===== src/hdl/car_pkg.sv =====
`timescale 1ns / 1ps
// Shared types, constants and helper functions for the comb/allpass reverberator.
// Used by car_mac and comb_allpass_reverb; no dependencies of its own.
package car_pkg;

  localparam int SAMPLE_W = 24;
  localparam int GAIN_W   = 17;
  localparam int FRAC_W   = 16;
  localparam int PROD_W   = SAMPLE_W + GAIN_W + 1;
  localparam int RND_W    = PROD_W - FRAC_W;
  localparam int SAT_W    = 48;

  localparam logic [GAIN_W-1:0] UNITY = GAIN_W'(65536);
  localparam logic [PROD_W-1:0] ROUND_HALF = PROD_W'(32768);

  localparam int COEF_BASE = 1116;
  localparam int COEF_STEP = 100;

  localparam int DELAY_DEPTH_DEF   = 2048;
  localparam int COMB_COUNT_DEF    = 8;
  localparam int ALLPASS_COUNT_DEF = 4;

  localparam logic [GAIN_W-1:0] ROOM_SIZE_RST     = GAIN_W'(32768);
  localparam logic [GAIN_W-1:0] FEEDBACK_GAIN_RST = GAIN_W'(32768);
  localparam logic [GAIN_W-1:0] WET_LEVEL_RST     = GAIN_W'(21627);
  localparam logic [GAIN_W-1:0] DRY_LEVEL_RST     = GAIN_W'(26214);

  typedef enum logic [1:0] {
    REG_ROOM_SIZE,
    REG_FEEDBACK_GAIN,
    REG_WET_LEVEL,
    REG_DRY_LEVEL
  } reg_index_t;

  typedef enum logic [3:0] {
    ST_IDLE,
    ST_C_DLY,
    ST_C_ADDR,
    ST_C_MUL,
    ST_C_WR,
    ST_A_DLY,
    ST_A_ADDR,
    ST_A_MUL,
    ST_A_Y,
    ST_A_FB,
    ST_A_WR,
    ST_M_DRY,
    ST_M_WET,
    ST_M_OUT
  } state_t;

  typedef struct packed {
    logic signed [SAMPLE_W-1:0] sample_in;
    logic                       block_end;
  } audio_t;

  typedef struct packed {
    logic signed [SAMPLE_W-1:0] sample_out;
    logic                       block_end_out;
  } mix_t;

  function automatic logic signed [SAMPLE_W-1:0] sat24(input logic signed [SAT_W-1:0] v);
    logic signed [SAT_W-1:0] hi;
    logic signed [SAT_W-1:0] lo;
    hi = SAT_W'(8388607);
    lo = -SAT_W'(8388608);
    if (v > hi) begin
      return SAMPLE_W'(hi);
    end else if (v < lo) begin
      return SAMPLE_W'(lo);
    end
    return SAMPLE_W'(v);
  endfunction

  function automatic logic [GAIN_W-1:0] clamp_gain(input logic [GAIN_W-1:0] g);
    return (g > UNITY) ? UNITY : g;
  endfunction

endpackage


===== src/hdl/car_mac.sv =====
`timescale 1ns / 1ps
// Shared sample-by-gain multiplier (Q1.16 gain) with a registered product and rounding.
// Depends on car_pkg for widths.
module car_mac (
  input  logic                                clk,
  input  logic                                en,
  input  logic signed [car_pkg::SAMPLE_W-1:0] a,
  input  logic        [car_pkg::GAIN_W-1:0]   b,
  output logic signed [car_pkg::PROD_W-1:0]   prod,
  output logic signed [car_pkg::RND_W-1:0]    rnd
);

  logic signed [car_pkg::PROD_W-1:0] biased;

  always_ff @(posedge clk) begin
    if (en) begin
      prod <= car_pkg::PROD_W'(a * $signed({1'b0, b}));
    end
  end

  // round to nearest, ties up: add half then take the floor
  assign biased = prod + $signed(car_pkg::ROUND_HALF);
  assign rnd    = biased[car_pkg::PROD_W-1:car_pkg::FRAC_W];

endmodule


===== config.mk =====
export PLATFORM = sky130hd
export DESIGN_NAME = car_mac
export DESIGN_NICKNAME = d
export VERILOG_FILES = /design/src/hdl/car_pkg.sv /design/src/hdl/car_mac.sv
export SDC_FILE = /design/constraint.sdc
export NUM_CORES = 1
export LEC_CHECK = 0
export ABC_CLOCK_PERIOD_IN_PS = 6990
export BUFFER_PORTS_ARGS = -buffer_cell sky130_fd_sc_hd__buf_2
export CAP_MARGIN = 20
export CELL_PAD_IN_SITES_DETAIL_PLACEMENT = 0
export CELL_PAD_IN_SITES_GLOBAL_PLACEMENT = 1
export CORE_MARGIN = 2
export CORE_UTILIZATION = 30
export DETAILED_ROUTE_END_ITERATION = 12
export GPL_ROUTABILITY_DRIVEN = 0
export GPL_TIMING_DRIVEN = 0
export PLACE_DENSITY_LB_ADDON = 0.08
export SYNTH_ARGS = -nofsm -noshare
export SYNTH_HDL_FRONTEND = slang
export SYNTH_SLANG_ARGS = --single-unit

===== constraint.sdc =====
create_clock -name clk -period 6.99 [get_ports clk]
set_input_delay 1.398 -clock clk [delete_from_list [all_inputs] [get_ports clk]]
set_output_delay 1.398 -clock clk [all_outputs]
set_load 0.05 [all_outputs]

==> impl_metrics.xml <==
<?xml version="1.0" encoding="UTF-8"?>
<metrics>
  <group name="outcome">
    <metric name="run_status" unit="">finished with violations</metric>
    <metric name="violated_checks" unit="">negative setup slack</metric>
  </group>
  <group name="placement">
    <metric name="placed_cells_incl_taps" unit="">2657</metric>
    <metric name="dp_hpwl" unit="um">46000</metric>
    <metric name="count_of_input_and_output_buffers" unit="">110</metric>
  </group>
  <group name="routing">
    <metric name="remaining_drc_errors" unit="">0</metric>
    <metric name="avgRoutedWirePerCell" unit="um">20.4</metric>
    <metric name="final_routed_wirelength" unit="um">55700</metric>
    <metric name="drt_iter0_markers" unit="">368</metric>
    <metric name="dr.pass1.iters" unit="">4</metric>
    <metric name="antenna_violating_nets_post_route" unit="">0</metric>
    <metric name="vias_per_cell" unit="">4.47</metric>
    <metric name="routed-via-count" unit="">12200</metric>
  </group>
  <group name="sta">
    <metric name="max_slew.worst_pin.slew" unit="ps">994</metric>
    <metric name="period_needed" unit="ps">7160</metric>
    <metric name="timing.final.max_slew_violations" unit="">0</metric>
    <metric name="maxSlewHeadroom" unit="%">33.7</metric>
    <metric name="grt_setup_unrepaired" unit="">true</metric>
    <metric name="finalHoldViolations" unit="">0</metric>
    <metric name="setup-violations-final" unit="">8</metric>
    <metric name="finalWorstSetupSlack" unit="ps">-166</metric>
    <metric name="maxClockFrequency" unit="GHz">0.140</metric>
    <metric name="post-route-period-util" unit="%">102</metric>
  </group>
  <group name="clocking">
    <metric name="clkSinkCount" unit="">42</metric>
    <metric name="cts.reportedPaths.clkPinSlew" unit="ps">60</metric>
    <metric name="cts-buffers-inserted" unit="">5</metric>
    <metric name="ctsRootBufferMaster" unit="">clkbuf_16</metric>
    <metric name="cts_hold_buf" unit="">0</metric>
    <metric name="cts-htree-levels" unit="">2</metric>
    <metric name="tritoncts" unit="">yes</metric>
    <metric name="clock_buffer_depth" unit="">2</metric>
  </group>
  <group name="floorplanning">
    <metric name="i_o_pins" unit="">111</metric>
    <metric name="die_h" unit="um">240</metric>
    <metric name="die_w" unit="um">240</metric>
    <metric name="floorplan.initialDensity" unit="%">30.3</metric>
    <metric name="fp.dieArea" unit="um^2">57400</metric>
    <metric name="design.core.area" unit="um^2">55000</metric>
    <metric name="core.rowCount" unit="">86</metric>
  </group>
  <group name="finish">
    <metric name="drive_above_1_share" unit="%">18.8</metric>
    <metric name="finalNetCount" unit="">2528</metric>
    <metric name="final-instance-count-excl-fill" unit="">2730</metric>
    <metric name="largest_registers" unit="">prod x42</metric>
    <metric name="largest_register_ffs" unit="">42</metric>
    <metric name="max_flop_register" unit="">prod</metric>
    <metric name="num_antenna_cells" unit="">0</metric>
    <metric name="fill_cells" unit="">5701</metric>
    <metric name="area_overhead_vs_synth" unit="%">23.3</metric>
  </group>
  <group name="critical_path">
    <metric name="crit_path_max_fo" unit="">7</metric>
    <metric name="worst_ep_required_time" unit="ps">7020</metric>
    <metric name="critical_path.cell_chain" unit="">buf_6, clkbuf_16, buf_4, and2_1, fa_1, inv_1, fa_2, fa_1, inv_1, ha_1, fa_1, inv_1, fa_1, inv_1, ha_1, a2111o_1, o21ai_2, a21boi_4, a2111oi_4, or3_4, a31oi_4, o31ai_4, xnor2_1</metric>
    <metric name="timing.setup.critical_path_class" unit="">in -&gt; reg</metric>
    <metric name="timing.critical_path.from_type" unit="">primary input</metric>
    <metric name="cp_num_buf_inv" unit="">7</metric>
    <metric name="critPathMaxStageDelay" unit="ps">510</metric>
    <metric name="worst_path_max_delay_cell" unit="">fa_1</metric>
    <metric name="worst_path_dominant_cell_family" unit="">adder cells</metric>
    <metric name="worst-endpoint-arrival" unit="ps">7180</metric>
    <metric name="end_kind" unit="">register</metric>
  </group>
  <group name="global_routing">
    <metric name="grtUsageTotal" unit="%">20.6</metric>
    <metric name="grt_antenna_before_repair" unit="">1</metric>
    <metric name="use_met2" unit="%">39.9</metric>
    <metric name="grt_pass1_vias" unit="">14100</metric>
    <metric name="global_route.usage.met1" unit="%">25.0</metric>
    <metric name="grt-ovfl-total" unit="">0</metric>
    <metric name="grt_start_max_net_pins" unit="">43</metric>
    <metric name="grt_pass1_wl" unit="um">86200</metric>
    <metric name="grt_use_met3" unit="%">1.74</metric>
    <metric name="grt.busiest_layer" unit="">met2</metric>
  </group>
  <group name="synthesis">
    <metric name="synth_ff_type" unit="">edfxtp_1</metric>
    <metric name="most_repeated_cell_in_the_gate_level_netlist_after_synthesis" unit="">inv_1</metric>
    <metric name="yosys.area.top_type_share" unit="%">48.2</metric>
    <metric name="synth_area_leaders" unit="">fa_1 (48%), inv_1 (11%), ha_1 (7.7%), edfxtp_1 (7.6%), and2_1 (7.6%)</metric>
    <metric name="ys_async_sr_fraction" unit="%">0</metric>
    <metric name="synthesis.instances" unit="">1799</metric>
    <metric name="synth_enable_flop_cells" unit="">42</metric>
    <metric name="syn_nets" unit="">2346</metric>
    <metric name="yosys_register_bits" unit="">42</metric>
    <metric name="synth_cell_types" unit="">60</metric>
    <metric name="synth.yosys.seq_area_share" unit="%">7.57</metric>
    <metric name="post_synth.cell_area_avg" unit="um^2">9.25</metric>
    <metric name="synth_top_area_cell" unit="">fa_1</metric>
    <metric name="synthesis.yosys.warnings" unit="">0</metric>
    <metric name="netlist_area" unit="um^2">16600</metric>
    <metric name="netlist_top_cells_count" unit="">inv_1 (494), fa_1 (401), nand2_1 (233)</metric>
  </group>
  <group name="job">
    <metric name="max_cap_viol_count" unit="">0</metric>
  </group>
  <group name="min_path">
    <metric name="holdCritPathClass" unit="">in -&gt; reg</metric>
  </group>
</metrics>
-- path summary, 6_finish.rpt --
path | slack [ps] | cells past startpoint | to | startpoint
setup / recovery | -170 | 23 | prod[41]$_DFFE_PP_ | b[4]
hold / removal | 1540 | 2 | prod[0]$_DFFE_PP_ | b[0]
-- cells by family after synthesis --
family                     after synthesis  synth area share [%]
and+or+nand+nor                        522                  15.6
xor gates and xnor gates                62                  3.26
DFF                                     42                  7.57
AOI/OAI and AO/OA                      110                  4.88
adders and majority gates              504                  56.0
buffers and inverters                  559                  12.7
-- layout make-up --
type	count	area, um^2	area share [%]
plain buffers	62	1180	5.73
clock buffers	5	125	0.609
clock inverters	3	16.3	0.0792
inverters	495	1860	9.07
multi-input cells	1198	13800	67.1
flip-flops and latches	42	1260	6.14
well taps	748	936	4.56
repair buffers	177	1380	6.70
-- cells in the final DEF, fill, tap and decap left out, types with 12 or more instances in the layout --
cell | synthesis | routed
a21oi_1 | 33 | 28
fa_1 | 401 | 372
inv_1 | 494 | 474
nor2_1 | 28 | 26
buf_12 | 0 | 12
buf_2 | 0 | 79
ha_1 | 103 | 83
clkbuf_16 | 0 | 43
edfxtp_1 | 42 | 42
inv_2 | 0 | 19
buf_6 | 3 | 18
buf_4 | 0 | 67
xor2_1 | 15 | 15
ha_4 | 0 | 15
xnor2_1 | 47 | 47
fa_2 | 0 | 29
nand2_1 | 233 | 228
and2_1 | 201 | 192
nand3_1 | 20 | 20
-- metrics by stage --
stage | setup TNS, ps | worst slack, ps | util [%] | cell area, um^2 | hold WS, ps
after floorplan | -41.2 | -41.2 | - | 16700 | 1510
after global placement | -33090 | -1770 | 33.1 | 18200 | 1850
after detailed placement | -33030 | -1750 | 33.1 | 18200 | 1850
after CTS | -1690 | -310 | 37.1 | 20400 | 1550
after global routing | -3320 | -384 | 37.4 | 20500 | 1550
final | -797 | -166 | 37.4 | 20500 | 1540
-- metal layers --
layer  vias to the layer above  share of wire [%]
met3                        28                2.2
li1                       5586                  -
met4                         0                1.7
met1                      6431                 41
met2                       152                 55
met5                         -                  0
-- repair_timing --
item	in CTS	in global routing
resized for setup	347	32
setup endpoints to repair	27	15
cloned	1	0
pin swaps	78	28
buffers inserted	56	10
Power is not shown: default switching activity piles up to over one toggle a cycle in this logic, so the estimate is an artifact.
